$ cat src/rtl/dskf_pkg.sv
// ----------------------------------------------------------------------------
// dskf_pkg
// Shared widths, register indexes, reset values and controller states for the
// two-axis scalar Kalman filter.
// ----------------------------------------------------------------------------
`default_nettype none

package dskf_pkg;

  localparam int AXES      = 2;
  localparam int AX_W      = (AXES > 1) ? $clog2(AXES) : 1;
  localparam int FRAC_BITS = 30;

  localparam int POS_W  = 40;
  localparam int VAR_W  = 32;
  localparam int DEN_W  = VAR_W + 1;
  localparam int REM_W  = VAR_W + 2;
  localparam int G_W    = FRAC_BITS + 1;
  localparam int DIFF_W = POS_W + 1;
  localparam int MH_W   = DIFF_W - FRAC_BITS;
  localparam int HI_W   = MH_W + G_W;
  localparam int LO_W   = FRAC_BITS + G_W;
  localparam int VP_W   = G_W + VAR_W;
  localparam int CORR_W = HI_W + 1;
  localparam int NX_W   = CORR_W + 1;
  localparam int NP_W   = VP_W - FRAC_BITS + 1;
  localparam int CNT_W  = $clog2(G_W);

  localparam int IDX_W  = 3;
  localparam int CFG_W  = POS_W;
  localparam int DATA_W = 2 * POS_W;

  localparam logic [G_W-1:0]   GAIN_ONE = G_W'(1) << FRAC_BITS;
  localparam logic [CNT_W-1:0] DIV_TOP  = CNT_W'(G_W - 1);

  localparam logic [IDX_W-1:0] REG_PROC_NOISE = 3'd0;
  localparam logic [IDX_W-1:0] REG_MEAS_NOISE = 3'd1;
  localparam logic [IDX_W-1:0] REG_INIT_POS_A = 3'd2;
  localparam logic [IDX_W-1:0] REG_INIT_POS_B = 3'd3;
  localparam logic [IDX_W-1:0] REG_INIT_VAR   = 3'd4;

  localparam logic [VAR_W-1:0]        RST_PROC_NOISE = 32'd107374;
  localparam logic [VAR_W-1:0]        RST_MEAS_NOISE = 32'd10737418;
  localparam logic signed [POS_W-1:0] RST_INIT_POS   = '0;
  localparam logic [VAR_W-1:0]        RST_INIT_VAR   = 32'd1073741824;

  typedef enum logic [2:0] {
    ST_IDLE,
    ST_LOAD,
    ST_DIV,
    ST_GAIN,
    ST_MUL,
    ST_SUM,
    ST_UPD,
    ST_OUT
  } state_t;

  typedef struct packed {
    logic            take_in;
    logic            load;
    logic            div_step;
    logic            gain_en;
    logic            mul_en;
    logic            sum_en;
    logic            upd_en;
    logic            out_load;
    logic [AX_W-1:0] axis;
  } cmd_t;

  typedef struct packed {
    logic div_last;
    logic out_free;
  } status_t;

endpackage

`default_nettype wire

$ cat src/rtl/dskf_ctrl.sv
// ----------------------------------------------------------------------------
// dskf_ctrl
// Sequencer: steps each axis through load, divide, gain, multiply, sum and
// update, then hands both estimates to the output register.
// ----------------------------------------------------------------------------
`default_nettype none

module dskf_ctrl (
  input  wire                logic             clk,
  input  wire                logic             rst,
  input  wire                logic             in_valid,
  output logic                                 in_ready,
  input  wire                dskf_pkg::status_t status,
  output dskf_pkg::cmd_t                       cmd
);

  dskf_pkg::state_t                state, state_next;
  logic [dskf_pkg::AX_W-1:0]       axis, axis_next;

  always_ff @(posedge clk) begin
    if (rst) begin
      state <= dskf_pkg::ST_IDLE;
      axis  <= '0;
    end else begin
      state <= state_next;
      axis  <= axis_next;
    end
  end

  always_comb begin
    state_next = state;
    axis_next  = axis;
    cmd        = '0;
    cmd.axis   = axis;
    in_ready   = 1'b0;
    unique case (state)
      dskf_pkg::ST_IDLE: begin
        in_ready = 1'b1;
        if (in_valid) begin
          cmd.take_in = 1'b1;
          axis_next   = '0;
          state_next  = dskf_pkg::ST_LOAD;
        end
      end
      dskf_pkg::ST_LOAD: begin
        cmd.load   = 1'b1;
        state_next = dskf_pkg::ST_DIV;
      end
      dskf_pkg::ST_DIV: begin
        cmd.div_step = 1'b1;
        if (status.div_last) begin
          state_next = dskf_pkg::ST_GAIN;
        end
      end
      dskf_pkg::ST_GAIN: begin
        cmd.gain_en = 1'b1;
        state_next  = dskf_pkg::ST_MUL;
      end
      dskf_pkg::ST_MUL: begin
        cmd.mul_en = 1'b1;
        state_next = dskf_pkg::ST_SUM;
      end
      dskf_pkg::ST_SUM: begin
        cmd.sum_en = 1'b1;
        state_next = dskf_pkg::ST_UPD;
      end
      dskf_pkg::ST_UPD: begin
        cmd.upd_en = 1'b1;
        if (axis == dskf_pkg::AX_W'(dskf_pkg::AXES - 1)) begin
          state_next = dskf_pkg::ST_OUT;
        end else begin
          axis_next  = axis + 1'b1;
          state_next = dskf_pkg::ST_LOAD;
        end
      end
      dskf_pkg::ST_OUT: begin
        if (status.out_free) begin
          cmd.out_load = 1'b1;
          state_next   = dskf_pkg::ST_IDLE;
        end
      end
      default: state_next = dskf_pkg::ST_IDLE;
    endcase
  end

endmodule

`default_nettype wire

$ cat config.mk
export PLATFORM = sky130hd
export DESIGN_NAME = dskf_ctrl
export DESIGN_NICKNAME = d
export VERILOG_FILES = /design/src/rtl/dskf_pkg.sv /design/src/rtl/dskf_ctrl.sv
export SDC_FILE = /design/constraint.sdc
export NUM_CORES = 1
export LEC_CHECK = 0
export ABC_AREA = 1
export BUFFER_PORTS_ARGS = -buffer_cell sky130_fd_sc_hd__buf_2
export CORE_AREA = 2 2 39 41
export DETAILED_ROUTE_END_ITERATION = 10
export DIE_AREA = 0 0 41 43
export HOLD_SLACK_MARGIN = 0.03
export PLACE_DENSITY = 0.5
export SLEW_MARGIN = 30
export SYNTH_ARGS = -nofsm -noshare
export SYNTH_HDL_FRONTEND = slang
export SYNTH_SLANG_ARGS = --single-unit
export TNS_END_PERCENT = 5
$ cat constraint.sdc
create_clock -name clk -period 1.8 [get_ports clk]
set_clock_uncertainty 0.15 [all_clocks]
set_input_delay 0.36 -clock clk [delete_from_list [all_inputs] [get_ports clk]]
set_output_delay 0.36 -clock clk [all_outputs]
set_load 0.05 [all_outputs]
After elaboration in Yosys (flattened, before gate mapping):

Index checks and enable logic that the tools add are counted.

* add/sub/neg operators: 1
* $mul: 0
* div/mod/pow operators: 0
* order comparisons: 0
* eq/ne operators: 10
* shifts and indexed selects: 0
* mux-type cells: 19
* bitwise gates (word level): 0
* reductions and logical operators: 4

Operator list (count)
* $pmux 3 s8: 1
* $mux 1: 13
* $eq 3x3->1 const B: 4
* $mux 3: 4
* $eq 3x2->1 const B: 2
* $ne 2x2->1 const B: 3
* $eq 3x1->1 const B: 1
* $logic_not 3->1: 1
* $reduce_and 3->1: 1
* $pmux 1 s2: 1
* $reduce_and 2->1: 1
* $reduce_bool 2->1: 1
* $add 1x1->1 const B: 1

* bits in registers: 4
* bits in latches: 0
* bits in writable memories: 0
* ROM bits: 0
* bits of input ports: 5
* output and inout bits: 10
* word-level logic and storage cells: 36
* memories kept: 0

Depth between registers and ports, before layout:

Gate-level depths: netlist of run 1.

* depth in word-level cells: 3
* depth in mapped cells: 7
* depth with buffers taken out: 6

Worst setup path after synthesis of run 1:

OpenSTA, ideal clock, no wires.

* path kind: register to output
* from: register state[0]
* to: output port cmd[6] (netlist bit)
* data arrival time: 1.526 ns
* required time: 1.290 ns
* setup slack: -0.236 ns
* stages on the path, launching flop included: 3
* path buffers: 1
* path through: dfxtp_1 > buf_6 > nor3_1

RTL lines
* start, declared: line dskf_ctrl.sv:17 `dskf_pkg::state_t state, state_next;`
* start signal, assigned: line dskf_ctrl.sv:22 `state <= dskf_pkg::ST_IDLE;`
* start signal, assigned: line dskf_ctrl.sv:25 `state <= state_next;`
* end, declared: line dskf_ctrl.sv:14 `output dskf_pkg::cmd_t cmd`

==> flow_summary.ini, run 1 <==
[drt]
route.detailed.vias_per_inst = 4.05
detail_route.drc_violations = 0
vias = 332
routed_length_per_placed_instance_um = 8.49
route.final.wire_length_um = 696
drtIter0Drc = 4
firstDrtPassIters = 3
route.antenna.remaining_nets = 0

[power]
post-layout-total-power_mw = 0.500
cellPowerDensity_nw_per_um2 = 1110
cellLeakagePower_nw = 0.261
vdd.ir_drop.worst_uv = 247

[logic_synthesis]
yosys_register_bits = 4
synth_top_family_by_area = simple AND/OR/NAND/NOR gates
yosys_warnings = 0
synth.avg_cell_area_um2 = 6.67
synth_simple_gate_area_share_pct = 42.3
synth.lib_cells_used.distinct = 16
post_synth_inst_count = 51
synth_sequential_area_ratio_pct = 23.5
share_of_the_synthesized_area_in_compound_gates_ao_oa_aoi_oai_pct = 8.82
synth-adder-area-share_pct = 0
netlist_area_um2 = 340
syn-num-nets = 56
muxShareOfSynthArea_pct = 0
synthXorXnorAreaFrac_pct = 0

[status]
run_status = finished, final reports clean

[flow_run]
cap_viol_max_count = 0

[clock_tree]
cts_tree = done
ctsHtreeMaxLevel = 1
cts.reportedPaths.clkPinSlew_ps = 40
clock_sink_count = 4
post_cts_hold_buffer_count = 0
postCtsSetupBuffers = 0
cts-buffers-inserted = 3
clk_root_buffer_cell = clkbuf_4
worstSkewPairLatency_ps = 230
cts_max_path_buffers = 2

[sta]
finalHoldWorstSlack_ps = 164
final_report_setup_violation_count = 0
grt_setup_unrepaired = true
post-route-period-util_pct = 95.4
maxSlewViolCount = 0
timing_worst_slew_pin_value_ps = 259
finalWorstPathRequiredPeriod_ps = 1720
final_hold_violating_endpoints = 0
max_frequency_mhz = 582
timing.max_slew.rel_slack_pct = 82.8

[final_layout]
post_route_cells_drive_above_1_share_pct = 43.9
layout_filler_cell_count = 165
finalCoreUtilization_pct = 32.6
number_of_nets_in_the_layout = 73
layout_overhead_on_the_synthesized_area_pct = 32.7
number_of_antenna_repair_diodes = 0

[global_routing]
gr-usage-all-layers_pct = 9.51
grt_start_max_net_pins = 9
first_global_vias = 303
grt_antenna_before_repair = 0
grt_pass1_wl_mm = 1.16
globalRoute.totalOverflow = 0

[placed_design]
io_buffers = 14
place.detailed.hpwl_um = 589
routabilityCongestion = 0.663

[worst_hold_path]
hold_path_class = input pin to flip-flop

[setup_path]
timing.critical_path.from_type = flip-flop
largest_driver_fanout_on_the_critical_path = 8
crit_chain = nand3_2 > nor2_1 > buf_2
critPathCaptureType = output port
critical-path-max-stage-delay_ps = 470
cell_class_contributing_the_biggest_share_of_worst_path_delay = flip-flops
critical_path.n_buffers_inverters = 1
timing.setup.critical_path_class = flip-flop to output port
cp.required_ps = 1290
crit_arrival_ps = 1210
timing.critical_path.slowest_stage_cell = dfxtp_2

[die]
std_cell_rows = 14
die_h_um = 43
io_pins = 15
fp.dieArea_um2 = 1760
core_region_area_um2 = 1380
initial_core_util_pct = 24.6
die_x_um = 41
## kinds of logic after synthesis
group                  count (synthesis)
AOI/OAI and AO/OA                      5
DFF                                    4
buffers and inverters                 17
and+or+nand+nor                       25
## layout make-up
class | count | area [um2] | area share (%)
clock buffer | 3 | 22.5 | 4.99
inverter | 13 | 48.8 | 10.8
multi-input combinational | 30 | 179 | 39.6
sequential | 4 | 82.6 | 18.3
tap | 16 | 20.0 | 4.43
timing repair buffer | 16 | 98.8 | 21.9
## stage by stage
stage / cell area (um2) / setup slack [ps] / TNS, ps / instances
3_5_place_dp: 413 / 130 / 0 / 79
2_1_floorplan: 345 / 26.0 / 0 / 51
5_1_grt: 452 / -2.43 / -2.43 / 82
3_3_place_gp: 413 / 148 / 0 / 79
4_1_cts: 439 / 16.0 / 0 / 82
6_report: 452 / 81.9 / 0 / 82
## state kept, by name, indices dropped and copies added (netlist names)
name	count
axis	1
state	3
## synth_stat cells
| cell type | number | area share (%) |
|---|---|---|
| nor2_1 | 8 | 8.8 |
| inv_2 | 2 | 2.2 |
| nand3_1 | 4 | 5.9 |
| buf_4 | 2 | 4.4 |
| nor3_1 | 1 | 1.5 |
| o21ai_1 | 1 | 1.5 |
| dfxtp_1 | 4 | 24 |
| a21boi_1 | 1 | 2.2 |
| inv_1 | 11 | 12 |
| nand3_2 | 2 | 5.9 |
| nor2_8 | 1 | 5.9 |
| a21oi_1 | 2 | 2.9 |
| o211ai_1 | 1 | 2.2 |
| nor2_4 | 2 | 6.6 |
| nand2_1 | 7 | 7.7 |
| buf_6 | 2 | 6.6 |
## layout by cell type, fill, tap and decap left out
master	count
a21boi_1	1
a21oi_1	2
buf_2	10
buf_4	2
buf_6	1
clkbuf_4	6
dfxtp_1	2
dfxtp_2	2
inv_1	11
inv_2	2
nand2_1	7
nand3_1	4
nand3_2	2
nor2_1	8
nor2_4	2
nor2_8	1
nor3_2	1
o211ai_1	1
o21ai_1	1
## final timing paths
check,from,endpoint,slack [ps],cells after the start
worst max-delay path,state[0],cmd[1],80,3
worst min-delay path,rst,state[2],160,2
worst max register to register,state[2],state[0],620,7
worst min register to register,axis,axis,360,2
## layer usage
layer	share of wire, %	global-route usage, %	wire length [um]
met5	0	0	0
met2	55	15.9	382
met3	4.3	1.57	30
met1	41	10.2	284
met4	0	6.00	0
## report_power, final
group	switching, mW	leakage, nW	total, mW	internal (mW)
sequential	0.0287	0.0335	0.132	0.103
combinational	0.178	0.213	0.257	0.0794
clock	0.0364	0.0138	0.111	0.0746
## timing repair
action,4_1_cts,5_1_grt
pin swaps,0,0
resized for setup,2,5
setup endpoints to repair,6,5
hold endpoints to repair,0,0
Power figures use the tool's default switching activity.
==> run 2, diff against run 1 <==
clock period = 1.9 ns   (was 1.8 ns; I/O delays follow)
==> flow_summary.ini, run 2 (synthesized netlist as in run 1, its figures left out) <==
[global_routing]
groute.layer.met2.usage_pct = 14.7
grt_antenna_before_repair = 0
globalRouteMet3Util_pct = 6.28
gr-usage-met1_pct = 9.29
grt_start_max_net_pins = 10
globalRoute.totalOverflow = 0
grt_pass1_wl_mm = 1.10
first_global_vias = 291
gr-max-usage-layer = met2
gr-usage-all-layers_pct = 10.0

[setup_path]
worstReg2RegEnd = state[1]
timing.setup.critical_path_class = flip-flop to output port
worst-r2r-cell-count = 4
cp.required_ps = 1370
setup.reg_to_reg.worst_slack_ps = 760
crit_arrival_ps = 1230
critPathCaptureType = output port
timing.critical_path.from_type = flip-flop
worst_r2r_startpoint = state[0]
largest_driver_fanout_on_the_critical_path = 8

[drt]
detail_route.drc_violations = 0
vias = 330
drtIter0Drc = 5
routed_length_per_placed_instance_um = 8.19
route.final.wire_length_um = 655
route.antenna.remaining_nets = 0
firstDrtPassIters = 2
route.detailed.vias_per_inst = 4.13

[clock_tree]
ctsHtreeMaxLevel = 1
post_cts_hold_buffer_count = 0
cts_tree = done
worstSkewPairLatency_ps = 240
cts-buffers-inserted = 3
cts.reportedPaths.clkPinSlew_ps = 40
clock_sink_count = 4
cts_max_path_buffers = 2
clk_root_buffer_cell = clkbuf_4

[worst_hold_path]
min_to = state[2]
hold_path_class = input pin to flip-flop
holdPathStages = 2
origin_of_the_worst_min_delay_path = rst

[status]
run_status = finished, final reports clean

[placed_design]
placed_cells_incl_taps = 77
dpl-instance-area_um2 = 398
io_buffers = 14
routabilityCongestion = 0.717
place.detailed.hpwl_um = 569

[final_layout]
combined_area_of_the_multi_input_logic_cells_um2 = 179
largest_reg_flops = 3
layout_overhead_on_the_synthesized_area_pct = 24.3
mostFrequentLayoutCell = buf_2
register_area_um2 = 82.6
number_of_antenna_repair_diodes = 0
post_route_cells_drive_above_1_share_pct = 42.2
max_flop_register = state
number_of_nets_in_the_layout = 71
layout_filler_cell_count = 171
final-instance-count-excl-fill = 80
reg_top3 = state x3, axis x1
layout.cells.most_common_list = buf_2, inv_1, nor2_1
finalCoreUtilization_pct = 30.6
final_cell_area_um2 = 423

[power]
vdd.ir_drop.worst_uv = 466
cellLeakagePower_nw = 0.249
cellPowerDensity_nw_per_um2 = 1080
post-layout-total-power_mw = 0.458

[die]
die_h_um = 43
std_cell_rows = 14
io_pins = 15
die_x_um = 41
core_region_area_um2 = 1380
initial_core_util_pct = 24.6
fp.dieArea_um2 = 1760

[sta]
setup_total_negative_slack_ps = 0
post-route-period-util_pct = 92.5
max_frequency_mhz = 569
timing.max_slew.rel_slack_pct = 81.8
final_report_setup_violation_count = 0
finalWorstPathRequiredPeriod_ps = 1760
maxSlewViolCount = 0
timing_worst_slew_pin_value_ps = 273
final_hold_violating_endpoints = 0
grt_setup_unrepaired = false

[flow_run]
cap_viol_max_count = 0
run 2: how the worst max path moves through the flow:
stage / start / to / cells after the start
floorplan: state[0] / cmd[8] / 4
global placement: state[0] / cmd[1] / 3
detailed placement: state[0] / cmd[1] / 3
CTS: state[0] / cmd[1] / 3
global route: state[0] / cmd[1] / 3
finish: state[0] / cmd[1] / 3
run 2: timing repair:
| item | in CTS | in global routing |
|---|---|---|
| buffers inserted | 0 | 0 |
| setup endpoints to repair | 4 | 0 |
| resized for setup | 2 | 0 |
run 2: cell type report:
cell class	instances	area share (%)
inverter	13	11.5
multi-input combinational	30	42.3
tap	16	4.73
sequential	4	19.5
clock buffer	3	5.33
timing repair buffer	14	16.6
run 2: report_power, final:
part | switching (mW) | total [mW] | internal, mW
combinational | 0.162 | 0.223 | 0.0609
clock | 0.0357 | 0.106 | 0.0707
sequential | 0.0311 | 0.129 | 0.0977
total | 0.229 | 0.458 | 0.229
run 2: layer usage:
metal | wire length [um] | vias to the layer above | part of all wire [%]
met5 | 0 | - | 0
met4 | 19 | 0 | 2.9
met3 | 44 | 4 | 6.7
met2 | 323 | 11 | 49
met1 | 268 | 140 | 41
li1 | - | 175 | -
run 2: metrics by stage:
stage                     hold WS, ps  setup WS [ps]
final                             187            142
after global routing              178           41.0
after CTS                         186            122
after detailed placement          371            180
after global placement            373            190
after floorplan                   299            106
run 2: critical path: stages, from the launching register on:
cell     delay (ps)
dfxtp_2         480
nand3_2         150
nor2_1          100
buf_2           260
==> run 3, diff against run 2 <==
--- a/constraint.sdc
+++ b/constraint.sdc
@@ -3,3 +3,3 @@
 set_input_delay 0.38 -clock clk [delete_from_list [all_inputs] [get_ports clk]]
 set_output_delay 0.38 -clock clk [all_outputs]
-set_load 0.05 [all_outputs]
+set_load 0.005 [all_outputs]
==> flow_summary.ini, run 3 (synthesized netlist as in run 1, its figures left out) <==
[placed_design]
routabilityCongestion = 0.690
io_buffers = 14
place.detailed.hpwl_um = 557

[die]
io_pins = 15
die_x_um = 41
std_cell_rows = 14
fp.dieArea_um2 = 1760
die_h_um = 43
core_region_area_um2 = 1380
initial_core_util_pct = 24.6

[sta]
post-route-period-util_pct = 92.4
max_frequency_mhz = 570
timing_worst_slew_pin_value_ps = 474
finalWorstPathRequiredPeriod_ps = 1760
timing.max_slew.rel_slack_pct = 68.4
maxSlewViolCount = 0
finalHoldWorstSlack_ps = 181
final_report_setup_violation_count = 0
setup_total_negative_slack_ps = 0
final_hold_violating_endpoints = 0
grt_setup_unrepaired = false

[setup_path]
timing.critical_path.slowest_stage_cell = dfxtp_1
largest_driver_fanout_on_the_critical_path = 8
timing.critical_path.from_type = flip-flop
cp.required_ps = 1370
critPathCaptureType = output port
worst-r2r-cell-count = 4
crit_arrival_ps = 1230
critical-path-max-stage-delay_ps = 600
crit_chain = nand3_2 > nor2_1 > buf_2
timing.setup.critical_path_class = flip-flop to output port

[global_routing]
grt_pass1_wl_um = 897
first_global_vias = 257
grt_antenna_before_repair = 0
globalRoute.totalOverflow = 0
gr-usage-all-layers_pct = 8.24
grt_start_max_net_pins = 10

[drt]
route.antenna.remaining_nets = 0
drtIter0Drc = 3
firstDrtPassIters = 2
detail_route.drc_violations = 0
route.final.wire_length_um = 655
route.detailed.vias_per_inst = 4.04
routed_length_per_placed_instance_um = 8.19
vias = 323

[clock_tree]
cts_tree = done
clock_sink_count = 4
clk_root_buffer_cell = clkbuf_4
cts_max_path_buffers = 2
cts-buffers-inserted = 3
cts_repair_resized_insts = 0
ctsHtreeMaxLevel = 1
cts.reportedPaths.clkPinSlew_ps = 40
post_cts_hold_buffer_count = 0
postCtsSetupBuffers = 0
worstSkewPairLatency_ps = 230

[final_layout]
max_flop_register = state
layout_overhead_on_the_synthesized_area_pct = 22.1
layout_filler_cell_count = 163
number_of_antenna_repair_diodes = 0
number_of_nets_in_the_layout = 71
layout.cells.most_common_list = buf_2, inv_1, nor2_1
mostFrequentLayoutCell = buf_2
post_route_cells_drive_above_1_share_pct = 37.5
largest_reg_flops = 3
reg_top3 = state x3, axis x1

[worst_hold_path]
holdPathStages = 2
hold_path_class = input pin to flip-flop

[flow_run]
cap_viol_max_count = 0

[power]
cellLeakagePower_nw = 0.245
post-layout-total-power_mw = 0.358
vdd.ir_drop.worst_uv = 327
cellPowerDensity_nw_per_um2 = 861

[status]
run_status = finished, final reports clean
==> run 3: critical path, delay by kind of cell (launching register included) <==
family / cells / cell delay (ps)
buffers and inverters: 1 / 120
flip-flops: 1 / 600
AND/OR/NAND/NOR: 2 / 280
==> run 3: final timing paths <==
path	startpoint	to	slack, ps
hold reg to reg	axis	axis	380
setup / recovery	state[0]	cmd[1]	140
setup reg to reg	state[0]	state[1]	590
hold / removal	rst	axis	180
==> run 3: area by class of cell <==
cell class	instances	area [um2]	area share, %
multi-input combinational	30	174	41.9
sequential	4	80.1	19.3
timing repair buffer	14	70.1	16.9
inverter	13	48.8	11.7
clock buffer	3	22.5	5.42
tap	16	20.0	4.82
==> run 3: power breakdown <==
group | switching (mW) | internal (mW)
sequential | 0.0302 | 0.0963
combinational | 0.0689 | 0.0593
clock | 0.0325 | 0.0705
==> run 3: layer usage <==
layer | track usage, % | vias up | part of all wire [%]
met4 | 8.00 | 0 | 0
met5 | 0 | - | 0
met1 | 7.42 | 136 | 42
li1 | - | 176 | -
met3 | 3.14 | 0 | 6.3
met2 | 12.8 | 11 | 52
==> run 3: metrics by stage <==
stage | instances | setup slack, ps | instance area (um2) | utilization [%]
6_report | 80 | 144 | 415 | 30.0
2_1_floorplan | 51 | 628 | 340 | -
5_1_grt | 80 | 23.7 | 415 | 30.0
3_5_place_dp | 77 | 374 | 393 | 28.4
4_1_cts | 80 | 122 | 415 | 30.0
3_3_place_gp | 77 | 378 | 393 | 28.4
